$ cat src/design/npcs_pkg.sv
package npcs_pkg;

    localparam int PaletteSizeDefault = 256;
    localparam int DefaultEntries     = 256;
    localparam int ChanW              = 8;
    localparam int ColorW             = 3 * ChanW;
    localparam int SqW                = 2 * ChanW;
    localparam int DistW              = 18;
    localparam int IdxOutW            = 8;
    localparam int InDataW            = 32;
    localparam int OutDataW           = 32;
    localparam int OutPadW            = OutDataW - IdxOutW - DistW;

    typedef enum logic [1:0] {
        ST_INIT,
        ST_IDLE,
        ST_SCAN,
        ST_FLUSH
    } state_t;

    typedef enum logic {
        FUNC_WRITE = 1'b0,
        FUNC_QUERY = 1'b1
    } func_t;

    // travels with each palette read through the distance pipeline
    typedef struct packed {
        logic valid;
        logic first;
        logic last;
    } scan_tag_t;

    // power-on palette, red in the high byte
    localparam logic [ColorW-1:0] DEFAULT_PALETTE [DefaultEntries] = '{
        {8'd0,8'd0,8'd0}, {8'd0,8'd2,8'd170}, {8'd20,8'd170,8'd0}, {8'd0,8'd170,8'd170},
        {8'd170,8'd0,8'd3}, {8'd170,8'd0,8'd170}, {8'd170,8'd85,8'd0},
        {8'd170,8'd170,8'd170}, {8'd85,8'd85,8'd85}, {8'd85,8'd85,8'd255},
        {8'd85,8'd255,8'd85}, {8'd85,8'd255,8'd255}, {8'd255,8'd85,8'd85},
        {8'd253,8'd85,8'd255}, {8'd255,8'd255,8'd85}, {8'd255,8'd255,8'd255},
        {8'd0,8'd0,8'd0}, {8'd16,8'd16,8'd16}, {8'd32,8'd32,8'd32}, {8'd53,8'd53,8'd53},
        {8'd69,8'd69,8'd69}, {8'd85,8'd85,8'd85}, {8'd101,8'd101,8'd101},
        {8'd117,8'd117,8'd117}, {8'd138,8'd138,8'd138}, {8'd154,8'd154,8'd154},
        {8'd170,8'd170,8'd170}, {8'd186,8'd186,8'd186}, {8'd202,8'd202,8'd202},
        {8'd223,8'd223,8'd223}, {8'd239,8'd239,8'd239}, {8'd255,8'd255,8'd255},
        {8'd0,8'd4,8'd255}, {8'd65,8'd4,8'd255}, {8'd130,8'd3,8'd255},
        {8'd190,8'd2,8'd255}, {8'd253,8'd0,8'd255}, {8'd254,8'd0,8'd190},
        {8'd255,8'd0,8'd130}, {8'd255,8'd0,8'd65}, {8'd255,8'd0,8'd8},
        {8'd255,8'd65,8'd5}, {8'd255,8'd130,8'd0}, {8'd255,8'd190,8'd0},
        {8'd255,8'd255,8'd0}, {8'd190,8'd255,8'd0}, {8'd130,8'd255,8'd0},
        {8'd65,8'd255,8'd1}, {8'd36,8'd255,8'd0}, {8'd34,8'd255,8'd66},
        {8'd29,8'd255,8'd130}, {8'd18,8'd255,8'd190}, {8'd0,8'd255,8'd255},
        {8'd0,8'd190,8'd255}, {8'd1,8'd130,8'd255}, {8'd0,8'd65,8'd255},
        {8'd130,8'd130,8'd255}, {8'd158,8'd130,8'd255}, {8'd190,8'd130,8'd255},
        {8'd223,8'd130,8'd255}, {8'd253,8'd130,8'd255}, {8'd254,8'd130,8'd223},
        {8'd255,8'd130,8'd190}, {8'd255,8'd130,8'd158}, {8'd255,8'd130,8'd130},
        {8'd255,8'd158,8'd130}, {8'd255,8'd190,8'd130}, {8'd255,8'd223,8'd130},
        {8'd255,8'd255,8'd130}, {8'd223,8'd255,8'd130}, {8'd190,8'd255,8'd130},
        {8'd158,8'd255,8'd130}, {8'd130,8'd255,8'd130}, {8'd130,8'd255,8'd158},
        {8'd130,8'd255,8'd190}, {8'd130,8'd255,8'd223}, {8'd130,8'd255,8'd255},
        {8'd130,8'd223,8'd255}, {8'd130,8'd190,8'd255}, {8'd130,8'd158,8'd255},
        {8'd186,8'd186,8'd255}, {8'd202,8'd186,8'd255}, {8'd223,8'd186,8'd255},
        {8'd239,8'd186,8'd255}, {8'd254,8'd186,8'd255}, {8'd254,8'd186,8'd239},
        {8'd255,8'd186,8'd223}, {8'd255,8'd186,8'd202}, {8'd255,8'd186,8'd186},
        {8'd255,8'd202,8'd186}, {8'd255,8'd223,8'd186}, {8'd255,8'd239,8'd186},
        {8'd255,8'd255,8'd186}, {8'd239,8'd255,8'd186}, {8'd223,8'd255,8'd186},
        {8'd202,8'd255,8'd187}, {8'd186,8'd255,8'd186}, {8'd186,8'd255,8'd202},
        {8'd186,8'd255,8'd223}, {8'd186,8'd255,8'd239}, {8'd186,8'd255,8'd255},
        {8'd186,8'd239,8'd255}, {8'd186,8'd223,8'd255}, {8'd186,8'd202,8'd255},
        {8'd1,8'd1,8'd113}, {8'd28,8'd1,8'd113}, {8'd57,8'd1,8'd113},
        {8'd85,8'd0,8'd113}, {8'd113,8'd0,8'd113}, {8'd113,8'd0,8'd85},
        {8'd113,8'd0,8'd57}, {8'd113,8'd0,8'd28}, {8'd113,8'd0,8'd1},
        {8'd113,8'd28,8'd1}, {8'd113,8'd57,8'd0}, {8'd113,8'd85,8'd0},
        {8'd113,8'd113,8'd0}, {8'd85,8'd113,8'd0}, {8'd57,8'd113,8'd0},
        {8'd28,8'd113,8'd0}, {8'd9,8'd113,8'd0}, {8'd9,8'd113,8'd28},
        {8'd6,8'd113,8'd57}, {8'd3,8'd113,8'd85}, {8'd0,8'd113,8'd113},
        {8'd0,8'd85,8'd113}, {8'd0,8'd57,8'd113}, {8'd0,8'd28,8'd113},
        {8'd57,8'd57,8'd113}, {8'd69,8'd57,8'd113}, {8'd85,8'd57,8'd113},
        {8'd97,8'd57,8'd113}, {8'd113,8'd57,8'd113}, {8'd113,8'd57,8'd97},
        {8'd113,8'd57,8'd85}, {8'd113,8'd57,8'd69}, {8'd113,8'd57,8'd57},
        {8'd113,8'd69,8'd57}, {8'd113,8'd85,8'd57}, {8'd113,8'd97,8'd57},
        {8'd113,8'd113,8'd57}, {8'd97,8'd113,8'd57}, {8'd85,8'd113,8'd57},
        {8'd69,8'd113,8'd58}, {8'd57,8'd113,8'd57}, {8'd57,8'd113,8'd69},
        {8'd57,8'd113,8'd85}, {8'd57,8'd113,8'd97}, {8'd57,8'd113,8'd113},
        {8'd57,8'd97,8'd113}, {8'd57,8'd85,8'd113}, {8'd57,8'd69,8'd114},
        {8'd81,8'd81,8'd113}, {8'd89,8'd81,8'd113}, {8'd97,8'd81,8'd113},
        {8'd105,8'd81,8'd113}, {8'd113,8'd81,8'd113}, {8'd113,8'd81,8'd105},
        {8'd113,8'd81,8'd97}, {8'd113,8'd81,8'd89}, {8'd113,8'd81,8'd81},
        {8'd113,8'd89,8'd81}, {8'd113,8'd97,8'd81}, {8'd113,8'd105,8'd81},
        {8'd113,8'd113,8'd81}, {8'd105,8'd113,8'd81}, {8'd97,8'd113,8'd81},
        {8'd89,8'd113,8'd81}, {8'd81,8'd113,8'd81}, {8'd81,8'd113,8'd90},
        {8'd81,8'd113,8'd97}, {8'd81,8'd113,8'd105}, {8'd81,8'd113,8'd113},
        {8'd81,8'd105,8'd113}, {8'd81,8'd97,8'd113}, {8'd81,8'd89,8'd113},
        {8'd0,8'd0,8'd66}, {8'd17,8'd0,8'd65}, {8'd32,8'd0,8'd65},
        {8'd49,8'd0,8'd65}, {8'd65,8'd0,8'd65}, {8'd65,8'd0,8'd50},
        {8'd65,8'd0,8'd32}, {8'd65,8'd0,8'd16}, {8'd65,8'd0,8'd0},
        {8'd65,8'd16,8'd0}, {8'd65,8'd32,8'd0}, {8'd65,8'd49,8'd0},
        {8'd65,8'd65,8'd0}, {8'd49,8'd65,8'd0}, {8'd32,8'd65,8'd0},
        {8'd16,8'd65,8'd0}, {8'd3,8'd65,8'd0}, {8'd3,8'd65,8'd16},
        {8'd2,8'd65,8'd32}, {8'd1,8'd65,8'd49}, {8'd0,8'd65,8'd65},
        {8'd0,8'd49,8'd65}, {8'd0,8'd32,8'd65}, {8'd0,8'd16,8'd65},
        {8'd32,8'd32,8'd65}, {8'd40,8'd32,8'd65}, {8'd49,8'd32,8'd65},
        {8'd57,8'd32,8'd65}, {8'd65,8'd32,8'd65}, {8'd65,8'd32,8'd57},
        {8'd65,8'd32,8'd49}, {8'd65,8'd32,8'd40}, {8'd65,8'd32,8'd32},
        {8'd65,8'd40,8'd32}, {8'd65,8'd49,8'd32}, {8'd65,8'd57,8'd33},
        {8'd65,8'd65,8'd32}, {8'd57,8'd65,8'd32}, {8'd49,8'd65,8'd32},
        {8'd40,8'd65,8'd32}, {8'd32,8'd65,8'd32}, {8'd32,8'd65,8'd40},
        {8'd32,8'd65,8'd49}, {8'd32,8'd65,8'd57}, {8'd32,8'd65,8'd65},
        {8'd32,8'd57,8'd65}, {8'd32,8'd49,8'd65}, {8'd32,8'd40,8'd65},
        {8'd45,8'd45,8'd65}, {8'd49,8'd45,8'd65}, {8'd53,8'd45,8'd65},
        {8'd61,8'd45,8'd65}, {8'd65,8'd45,8'd65}, {8'd65,8'd45,8'd61},
        {8'd65,8'd45,8'd53}, {8'd65,8'd45,8'd49}, {8'd65,8'd45,8'd45},
        {8'd65,8'd49,8'd45}, {8'd65,8'd53,8'd45}, {8'd65,8'd61,8'd45},
        {8'd65,8'd65,8'd45}, {8'd61,8'd65,8'd45}, {8'd53,8'd65,8'd45},
        {8'd49,8'd65,8'd45}, {8'd45,8'd65,8'd45}, {8'd45,8'd65,8'd49},
        {8'd45,8'd65,8'd53}, {8'd45,8'd65,8'd61}, {8'd45,8'd65,8'd65},
        {8'd45,8'd61,8'd65}, {8'd45,8'd53,8'd65}, {8'd45,8'd49,8'd65},
        {8'd0,8'd0,8'd0}, {8'd0,8'd0,8'd0}, {8'd0,8'd0,8'd0}, {8'd0,8'd0,8'd0},
        {8'd0,8'd0,8'd0}, {8'd0,8'd0,8'd0}, {8'd0,8'd0,8'd0}, {8'd0,8'd0,8'd0}
    };

endpackage

$ cat src/design/npcs_dist.sv
module npcs_dist #(
    parameter int AW = 8
) (
    input  logic                             clk,
    input  logic                             rst_n,
    input  logic [npcs_pkg::ColorW-1:0]      pixel,
    input  logic [npcs_pkg::ColorW-1:0]      entry,
    input  npcs_pkg::scan_tag_t              tag_in,
    input  logic [AW-1:0]                    idx_in,
    output npcs_pkg::scan_tag_t              tag_out,
    output logic [AW-1:0]                    idx_out,
    output logic [npcs_pkg::DistW-1:0]       dist_sum
);
    import npcs_pkg::*;

    logic [ChanW-1:0] dr, dg, db;
    logic [SqW-1:0]   sq_r_reg, sq_g_reg, sq_b_reg;
    scan_tag_t        tag_reg;
    logic [AW-1:0]    idx_reg;

    function automatic logic [ChanW-1:0] abs_diff(input logic [ChanW-1:0] a,
                                                  input logic [ChanW-1:0] b);
        abs_diff = (a > b) ? (a - b) : (b - a);
    endfunction

    assign dr = abs_diff(pixel[3*ChanW-1:2*ChanW], entry[3*ChanW-1:2*ChanW]);
    assign dg = abs_diff(pixel[2*ChanW-1:ChanW],   entry[2*ChanW-1:ChanW]);
    assign db = abs_diff(pixel[ChanW-1:0],         entry[ChanW-1:0]);

    // squares registered, sum taken on the far side
    always_ff @(posedge clk)
    begin
        sq_r_reg <= SqW'(dr) * SqW'(dr);
        sq_g_reg <= SqW'(dg) * SqW'(dg);
        sq_b_reg <= SqW'(db) * SqW'(db);
        idx_reg  <= idx_in;
    end

    always_ff @(posedge clk or negedge rst_n)
    begin
        if (!rst_n)
        begin
            tag_reg <= '0;
        end
        else
        begin
            tag_reg <= tag_in;
        end
    end

    assign tag_out  = tag_reg;
    assign idx_out  = idx_reg;
    assign dist_sum = DistW'(sq_r_reg) + DistW'(sq_g_reg) + DistW'(sq_b_reg);

endmodule

$ cat config.mk
export PLATFORM = sky130hd
export DESIGN_NAME = npcs_dist
export DESIGN_NICKNAME = d
export VERILOG_FILES = /design/src/design/npcs_pkg.sv /design/src/design/npcs_dist.sv
export SDC_FILE = /design/constraint.sdc
export NUM_CORES = 1
export LEC_CHECK = 0
export BUFFER_PORTS_ARGS = -buffer_cell sky130_fd_sc_hd__buf_4
export CORE_MARGIN = 1
export CORE_UTILIZATION = 40
export CTS_BUF_LIST = sky130_fd_sc_hd__clkbuf_16
export DETAILED_ROUTE_END_ITERATION = 10
export HOLD_SLACK_MARGIN = 0.02
export SYNTH_ARGS = -nofsm -noshare
export SYNTH_HDL_FRONTEND = slang
export SYNTH_SLANG_ARGS = --single-unit
$ cat constraint.sdc
create_clock -name clk -period 3.4 [get_ports clk]
set_input_delay 0.34 -clock clk [delete_from_list [all_inputs] [get_ports clk]]
set_output_delay 0.34 -clock clk [all_outputs]
set_load 0.01 [all_outputs]
==> summary.md, run 1 <==
| Metric | Value |
|---|---|
| Status | finished with violations |
| Violated checks | setup timing |
| Placed inst area | 0.01224 sq mm |
| Flip-flop and latch count after synthesis | 56 |
| Critical Setup Path Class | input port to flop |
| Global Route Usage Sum | between 10% and 20% |
| Antenna violations before repair | 0 |
| Cell total after placement | between 1,500 and 2,000 |
| Synthesized-area fraction occupied by ao, oa, aoi and oai cells | about an eighth |
| Placed wire-length estimate | 17,080 microns |
| Finished Cell Area | between 0.01 and 0.015 sq mm |
| Largest area contributor in the netlist | sky130_fd_sc_hd__fa_1 |
| Port buffer count | 89 |
| Area inside the core boundary | 0.02189 sq mm |
| Most frequent standard cell in the layout excluding fill and tap cells | sky130_fd_sc_hd__buf_4 |
| Synthesized netlist cell count | 996 |
| End point of the critical path | sq_b_reg[14] |
| Crit path required time | 3.63 ns |
| Clock tree from TritonCTS | done |
| DRC violation count after routing | 0 |
| Share of cells above drive strength 1 | 44.20% |
| Final period utilization | 169.4% |
| Synth Area in Adders | 42.57% |
| Cell area after technology mapping | 0.008941 sq mm |
| Count of maximum capacitance violations | 0 |
| Via count of the first global-routing pass | 7,793 |
| Number of flops mapped to enable cells by yosys | 0 |
| Crit-path leading delay family | adder cells |
| Post-Route Utilization | approximately 60% |
| Top cells by area in the synthesized netlist | sky130_fd_sc_hd__fa_1 22%, sky130_fd_sc_hd__ha_1 21%, sky130_fd_sc_hd__dfxtp_1 12% |
| Wire length of the first global-routing pass | 34,300 microns |
| Number of clock sinks seen by CTS | 56 |
| Crit path time final | 5.760 ns |
| DP Worst Slack | -2.798 ns |
| Number of violations reported at the end of detailed-routing iteration 0 | 216 |
| Area share of the leading cell type in the synthesized netlist | ~22% |
| Number of buffers added by the clock tree synthesis step | 5 |
| Area delta synth->final | 50.90% |
| Hold WC Path Type | input port to flop |
| Average wire per cell in the routed design | 12.38 microns |
| Critical Path Most Common Cell | sky130_fd_sc_hd__fa_1 |
| Final hold viol count | 0 |
| Non-filler instance count after layout | around 1,700 |
| Worst stage delay on the critical path | 0.50 ns |
| Net count reported at finish | 1,677 |
| CTS H-tree depth | 2 |
| Final WL | about 20,000 microns |
| Width of the die | 151.5 microns |
| Slew Limit Fails | 0 |
| Synth Area in XOR/XNOR | 8.228% |
| Post-synthesis simple-gate area fraction | 11.64% |
| Clock root buffer | sky130_fd_sc_hd__clkbuf_16 |
| Final Wtd Congestion | 0.8271 |
| Count of filler cells inserted in the layout | 1,878 |
| CTS Buffer Depth | 2 |
| Post-synthesis sequential area ratio | 12.71% |
| Smallest setup slack after layout | -2.360 ns |
| Final setup violating endpoints | 36 |
| Antenna diode count | 0 |
| Number of nets with antenna violations after detailed routing | 0 |
| Count of warnings emitted by yosys | 0 |
| Setup repair after global routing missed its margin | true |
| Die span in y | 151.5 microns |
| Main synth FF type | sky130_fd_sc_hd__dfxtp_1 |
| Global-route congestion overflow total | 0 |
| Largest family of logic cells by synthesized area | adder cells |
| Largest net degree at the start of global routing | 18 |
| Critical path capture point type | flop |
| Highest Clock Rate | 0.1736 GHz |
| Routed vias | ~7,700 |
| Crit path depth | 26 |
| Row cnt | 54 |
| Startpoint of the worst setup timing path | pixel[0] |
| Clk pin slew, worst setup/hold paths | 0.07 ns |
| Largest fanout on the critical path | 6 |
| Max transition margin | ~66% |
| Type of origin of the critical path | input port |
| Critical-path top delay cell | sky130_fd_sc_hd__or4_1 |
| CP bufs+invs | 7 |
| Number of distinct standard cells referenced by the synthesized netlist | 65 |
| Total iterations of the first detailed-routing run | 4 |
| Average footprint of a synthesized cell | 8.977 sq um |
| Effective utilization at floorplan | 40.84% |
| Full die area | 0.02296 sq mm |
| Post-DR vias/cell | 4.690 |
| Worst EP arrival | about 6 ns |
| Multiplexer area fraction after synthesis | 2.351% |
| Number of ports placed on the die boundary | 90 |
| Share of flip-flops with an asynchronous set or reset | under 10% |
| Actual transition at the worst max-transition pin | 0.5057 ns |
| Most used cells in the layout excluding fill and tap cells | 359 x sky130_fd_sc_hd__buf_4, 156 x sky130_fd_sc_hd__inv_1, 115 x sky130_fd_sc_hd__ha_1 |
-- worst min-delay path by stage --
stage	cells after the start	slack [ns]	from	endpoint
final	1	0.14	idx_in[2]	idx_out[2]
after floorplan	0	0.04	rst_n	tag_out[0]
after global placement	1	0.13	rst_n	tag_out[1]
after CTS	1	0.14	idx_in[2]	idx_out[2]
after detailed placement	1	0.13	rst_n	tag_out[0]
after global routing	1	0.13	idx_in[3]	idx_out[3]
-- cell usage after synthesis, drive strengths merged, types with 2 or more instances --
cell type  count
a21o          31
a31o           2
o21ai         19
a221oi         6
nand2         27
o2bb2ai        2
a31oi          7
o211ai         2
inv          199
dfrtp          3
a21oi         63
and3           6
clkbuf         6
o21bai         5
nor2b          4
xnor2         52
or2           17
o21a           8
nand4          7
o22ai          5
a41oi          2
nor3b          2
buf           13
nor4b          3
dfxtp         53
nor3          11
nor2         100
nand3b         8
ha           149
and4           4
nand3          3
xor2          23
nand2b        12
mux2i         19
fa            97
o31a           4
a211oi         6
-- cells by family after synthesis --
family | after synthesis
AOI/OAI and AO/OA | 170
xor gates and xnor gates | 75
adders and majority gates | 246
buffers and inverters | 218
DFF | 56
muxes | 19
other | 1
and+or+nand+nor | 211
-- metal layers --
metal	global-route usage, %	part of all wire (%)	up-vias
met2	33.88	52	91
met3	1.617	2.5	9
li1	-	-	3976
met4	1.832	0.35	0
met5	0	0	-
met1	23.82	45	3668
-- layout make-up --
cell class	instances	area (sq um)	share of cell area [%]
Clock buffer	5	125.1	0.9274
Clock inverter	3	42.54	0.3153
Inverter	199	794.5	5.889
Tap cell	280	350.3	2.597
Sequential cell	56	1139	8.439
Timing Repair Buffer	384	3002	22.25
Multi-Input combinational cell	724	8039	59.58
-- timing repair --
item | 4_1_cts | 5_1_grt
endpoints found under the setup margin | 40 | 42
gates resized for setup | 94 | 76
buffers inserted | 29 | 13
hold buffers | 1 | 0
hold endpoints to repair | 3 | 0
pin swaps | 74 | 61
gates cloned | 0 | 0
-- stage by stage --
stage / hold slack [ns] / setup TNS [ns]
after floorplan: 0.04441 / -59.51
after global placement: 0.1292 / -74.87
after detailed placement: 0.1303 / -77.25
after CTS: 0.1366 / -61.21
after global routing: 0.1341 / -67.98
final: 0.1443 / -61.38
Power of run 1 is not shown: default switching activity piles up to over one toggle a cycle in this logic, so the estimate is an artifact.
==> inputs of run 2 (changes only) <==
==> constraint.sdc (replaced) <==
create_clock -name clk -period 5.87 [get_ports clk]
set_input_delay 0.587 -clock clk [delete_from_list [all_inputs] [get_ports clk]]
set_output_delay 0.587 -clock clk [all_outputs]
set_load 0.01 [all_outputs]
==> run 2 against run 1 <==
The flow still finishes with violations (setup timing). Critical path depth is the same. Largest cell class unchanged. Die area is the same. Worst setup slack gained 2.3 ns. Global-route usage shrank 0.58 points. Final area shrank 6.8%. Clock-buffer cell count is the same. Utilization shrank 4.2 points. Wire length shrank 5.0%. Hold slack lost 0.072 ns. Cell count shrank 3.5%. Non-clock buffer count shrank 58.
==> summary.md, run 2 (synthesis gave the netlist of run 1 again) <==
| Metric | Value |
|---|---|
| Status | finished with violations |
| Violated checks | setup timing |
| CTS H-tree depth | 2 |
| Worst EP arrival | 6.15 ns |
| Net count reported at finish | 1,619 |
| Hold WC Path Type | input port to async pin |
| Share of cells above drive strength 1 | 37.85% |
| Most used cells in the layout excluding fill and tap cells | 315 x sky130_fd_sc_hd__buf_4, 166 x sky130_fd_sc_hd__inv_1, 125 x sky130_fd_sc_hd__ha_1 |
| Wire length of the first global-routing pass | 33,510 microns |
| Worst hold slack | approximately 0.072 ns |
| Startpoint of the worst setup timing path | pixel[0] |
| Critical Setup Path Class | input port to flop |
| Average wire per cell in the routed design | 12.20 microns |
| Number of buffers added by the clock tree synthesis step | 5 |
| Area delta synth->final | 40.68% |
| Global-route congestion overflow total | 0 |
| Type of origin of the critical path | input port |
| Number of ports placed on the die boundary | 90 |
| Final setup violating endpoints | 3 |
| Final WL | roughly 19,000 microns |
| Number of nets with antenna violations after detailed routing | 0 |
| Finished Cell Area | 0.01258 sq mm |
| Post-DR vias/cell | 4.738 |
| CTS Buffer Depth | 2 |
| Total iterations of the first detailed-routing run | 4 |
| Port buffer count | 89 |
| Final period utilization | 101.8% |
| Most frequent standard cell in the layout excluding fill and tap cells | sky130_fd_sc_hd__buf_4 |
| Clk pin slew, worst setup/hold paths | 0.07 ns |
| Critical path capture point type | flop |
| Row cnt | 54 |
| Routed vias | about 7,500 |
| Antenna violations before repair | 0 |
| Placed wire-length estimate | 16,480 microns |
| Largest fanout on the critical path | 6 |
| Largest net degree at the start of global routing | 17 |
| Crit path required time | between 6 and 7 ns |
| Full die area | 0.02296 sq mm |
| Number of hold buffers added after cts | 0 |
| Die span in y | 151.5 microns |
| Highest Clock Rate | 0.1674 GHz |
| DRC violation count after routing | 0 |
| Smallest setup slack after layout | -0.1031 ns |
| Crit path time final | about 6 ns |
| Final Wtd Congestion | 0.8677 |
| Area inside the core boundary | 0.02189 sq mm |
| Slew Limit Fails | 0 |
| Clock root buffer | sky130_fd_sc_hd__clkbuf_16 |
| Placed inst area | 0.01163 sq mm |
| Non-filler instance count after layout | 1,593 |
| Final hold viol count | 0 |
| Cell total after placement | 1,553 |
| Count of maximum capacitance violations | 0 |
| Global Route Usage Sum | 17.75% |
| Max transition margin | 58.48% |
| Via count of the first global-routing pass | approximately 7,700 |
| Number of violations reported at the end of detailed-routing iteration 0 | 199 |
| Actual transition at the worst max-transition pin | 0.6150 ns |
| Antenna diode count | 0 |
| Effective utilization at floorplan | 40.84% |
| Clock tree from TritonCTS | done |
| Width of the die | about 150 microns |
| Setup repair after global routing missed its margin | true |
| Number of clock sinks seen by CTS | 56 |
## run 2: what timing repair did
action | CTS | global route
endpoints found under the setup margin | 13 | 18
setup buffers | 16 | 16
pin swaps | 51 | 84
resized for setup | 39 | 100
## run 2: area by class of cell
type | instances | area [sq um]
tap | 280 | 350.3
multi-input combinational | 724 | 7677
inverter | 199 | 764.5
timing repair buffer | 326 | 2510
fill | 1950 | 9313
sequential | 56 | 1136
clock buffer | 5 | 125.1
clock inverter | 3 | 15.01
## run 2: path summary, 6_finish.rpt
check / to / cells after the start
min in group clk: idx_out[3] / 1
max: sq_b_reg[15] / 26
max in group asynchronous: tag_out[2] / 1
min: tag_out[0] / 1
## run 2: per-layer routing
layer	global-route usage (%)	vias to the layer above	share of wire [%]
met5	0	-	0
met4	1.040	0	0.25
met3	1.677	7	2.7
met2	32.01	97	49
met1	23.94	3591	48
li1	-	3853	-
## run 2: critical path, cell delays in order
cell and delay, ns:
sky130_fd_sc_hd__buf_12 0.11, sky130_fd_sc_hd__inv_12 0.04, sky130_fd_sc_hd__ha_4 0.12, sky130_fd_sc_hd__inv_2 0.03, sky130_fd_sc_hd__fa_2 0.33, sky130_fd_sc_hd__a21o_1 0.20
sky130_fd_sc_hd__a221oi_4 0.32, sky130_fd_sc_hd__a21oi_4 0.16, sky130_fd_sc_hd__buf_4 0.18, sky130_fd_sc_hd__mux2i_4 0.18, sky130_fd_sc_hd__xnor2_2 0.24, sky130_fd_sc_hd__buf_4 0.16
sky130_fd_sc_hd__nor2_1 0.05, sky130_fd_sc_hd__fa_1 0.54, sky130_fd_sc_hd__fa_1 0.45, sky130_fd_sc_hd__fa_1 0.49, sky130_fd_sc_hd__inv_1 0.05, sky130_fd_sc_hd__fa_1 0.47
sky130_fd_sc_hd__inv_1 0.05, sky130_fd_sc_hd__ha_2 0.25, sky130_fd_sc_hd__o21a_1 0.13, sky130_fd_sc_hd__o31a_1 0.12, sky130_fd_sc_hd__o31a_1 0.25, sky130_fd_sc_hd__o21a_1 0.19
sky130_fd_sc_hd__a311o_1 0.28, sky130_fd_sc_hd__xor2_1 0.16
## run 2: per-stage QoR
stage	worst slack, ns	utilization (%)	setup TNS (ns)
2_1_floorplan	-0.2502	-	-0.5776
3_3_place_gp	-0.4462	53.12	-4.756
3_5_place_dp	-0.5736	53.12	-5.974
4_1_cts	-0.2113	55.08	-0.4196
5_1_grt	-0.3120	57.46	-1.184
6_report	-0.1031	57.46	-0.1934
Power of run 2 is left out for the same reason.
==> inputs of run 3 (changes only) <==
--- a/config.mk
+++ b/config.mk
@@ -5,7 +5,7 @@
 export SDC_FILE = /design/constraint.sdc
 export NUM_CORES = 1
 export LEC_CHECK = 0
-export BUFFER_PORTS_ARGS = -buffer_cell sky130_fd_sc_hd__buf_4
+export BUFFER_PORTS_ARGS = -buffer_cell sky130_fd_sc_hd__buf_2
 export CORE_MARGIN = 1
 export CORE_UTILIZATION = 40
 export CTS_BUF_LIST = sky130_fd_sc_hd__clkbuf_16
@@ -14,3 +14,4 @@
 export SYNTH_ARGS = -nofsm -noshare
 export SYNTH_HDL_FRONTEND = slang
 export SYNTH_SLANG_ARGS = --single-unit
+export TNS_END_PERCENT = 5
==> run 3 against run 2 <==
The flow still finishes with violations (setup timing). Wire length fell by 3.5%. Utilization down 2.7 points. Cell count fell by 0.56%. Critical path type unchanged.
==> summary.md, run 3 (synthesis gave the netlist of run 1 again) <==
| Metric | Value |
|---|---|
| Port buffer count | just under 90 |
| Net count reported at finish | around 1,600 |
| Worst stage delay on the critical path | 0.53 ns |
| CP bufs+invs | 6 |
| Slew Limit Fails | 0 |
| Number of ports placed on the die boundary | 90 |
| Width of the die | 151.5 microns |
| CTS H-tree depth | 2 |
| Status | finished with violations |
| DP Worst Slack | -0.6247 ns |
| Routed vias | 7,437 |
| DRC violation count after routing | 0 |
| Smallest setup slack after layout | -0.1392 ns |
| Post-DR vias/cell | 4.695 |
| Highest Clock Rate | 0.1664 GHz |
| Clock tree from TritonCTS | done |
| Clk pin slew, worst setup/hold paths | 0.07 ns |
| Placed wire-length estimate | 16,470 microns |
| Worst EP arrival | between 6 and 7 ns |
| Hold WC Path Type | input port to async pin |
| Final Wtd Congestion | 0.8887 |
| Type of origin of the critical path | input port |
| Number of clock sinks seen by CTS | 56 |
| Most used cells in the layout excluding fill and tap cells | 226 x sky130_fd_sc_hd__buf_4, 184 x sky130_fd_sc_hd__inv_1, 133 x sky130_fd_sc_hd__ha_1 |
| Largest fanout on the critical path | 6 |
| Critical-path top delay cell | sky130_fd_sc_hd__fa_1 |
| Via count of the first global-routing pass | 7,370 |
| Post-Route Utilization | between 50% and 60% |
| Crit path time final | around 6 ns |
| Final period utilization | 102.4% |
| Violated checks | setup timing |
| Antenna diode count | 0 |
| Number of buffers added by the clock tree synthesis step | 5 |
| Global-route congestion overflow total | 0 |
| Antenna violations before repair | 0 |
| Wire length of the first global-routing pass | around 33,000 microns |
| Row cnt | 54 |
| Setup repair after global routing missed its margin | true |
| Full die area | 0.02296 sq mm |
| Max transition margin | between 60% and 70% |
| Share of cells above drive strength 1 | around a third |
| Most frequent standard cell in the layout excluding fill and tap cells | sky130_fd_sc_hd__buf_4 |
| Final WL | approximately 19,000 microns |
| Average wire per cell in the routed design | 11.83 microns |
| Effective utilization at floorplan | 40.84% |
| Total iterations of the first detailed-routing run | 4 |
| Area inside the core boundary | 0.02189 sq mm |
| Largest net degree at the start of global routing | 18 |
| Crit path required time | 6.05 ns |
| Critical Setup Path Class | input port to flop |
| Count of maximum capacitance violations | 0 |
| Final setup violating endpoints | 3 |
| Die span in y | 151.5 microns |
| Critical Path Most Common Cell | sky130_fd_sc_hd__fa_1 |
| Critical path capture point type | flop |
| Global Route Usage Sum | 17.54% |
| Number of violations reported at the end of detailed-routing iteration 0 | 174 |
| Final hold viol count | 0 |
| CTS Buffer Depth | 2 |
| Number of nets with antenna violations after detailed routing | 0 |
| Clock root buffer | sky130_fd_sc_hd__clkbuf_16 |
| Actual transition at the worst max-transition pin | 0.5778 ns |
| Crit-path leading delay family | adder cells |
| Area delta synth->final | 34.12% |
==> run 3: cell types whose count changed in the layout (fill, tap and decap cells not counted), moves of 6 or more <==
cell                     delta
sky130_fd_sc_hd__buf_2     +87
sky130_fd_sc_hd__buf_4     -89
sky130_fd_sc_hd__ha_1       +8
sky130_fd_sc_hd__ha_4       -8
sky130_fd_sc_hd__inv_1     +18
sky130_fd_sc_hd__inv_2     -17
sky130_fd_sc_hd__nor2_1     +9
sky130_fd_sc_hd__or2_2      +6
==> run 3: metal layers <==
metal  vias to the layer above  track usage (%)  routed length, microns
met5                         -                0                       0
met4                         0            1.931                      78
met3                        12            1.737                     509
met2                        94            29.82                    8990
met1                      3489            24.74                    9167
li1                       3842                -                       -
==> run 3: final cells by class <==
cell class,instances,area [sq um]
Clock buffer,5,125.1
Clock inverter,3,16.27
Fill cell,1980,9899
Inverter,199,762.0
Multi-Input combinational cell,724,7425
Sequential cell,56,1136
Tap cell,280,350.3
Timing Repair Buffer,317,2177
==> run 3: worst paths after layout <==
path / start / end / slack (ns) / cells past startpoint
worst max-delay path: pixel[0] / sq_b_reg[15] / -0.14 / 25
worst min-delay path: rst_n / tag_out[0] / 0.07 / 1
max in group asynchronous: rst_n / tag_out[2] / 5.70 / 1
min in group clk: idx_in[7] / idx_out[7] / 0.39 / 1
==> run 3: stage by stage <==
step	setup TNS (ns)	std cells	instance area, sq um	hold slack (ns)
2_1_floorplan	-1.057	998	9109	0.2914
3_3_place_gp	-5.345	1565	11430	0.3827
3_5_place_dp	-7.150	1565	11430	0.3823
4_1_cts	-1.258	1581	11770	0.06505
5_1_grt	-2.821	1584	11990	0.05962
6_report	-0.3294	1584	11990	0.07042
==> run 3: repair_timing <==
item                                    CTS  global route
gates resized for setup                  32            42
hold buffers                              0             0
endpoints found under the setup margin   14            19
buffers inserted                          8             3
pin swaps                                32            43
Power of run 3 is left out for the same reason.
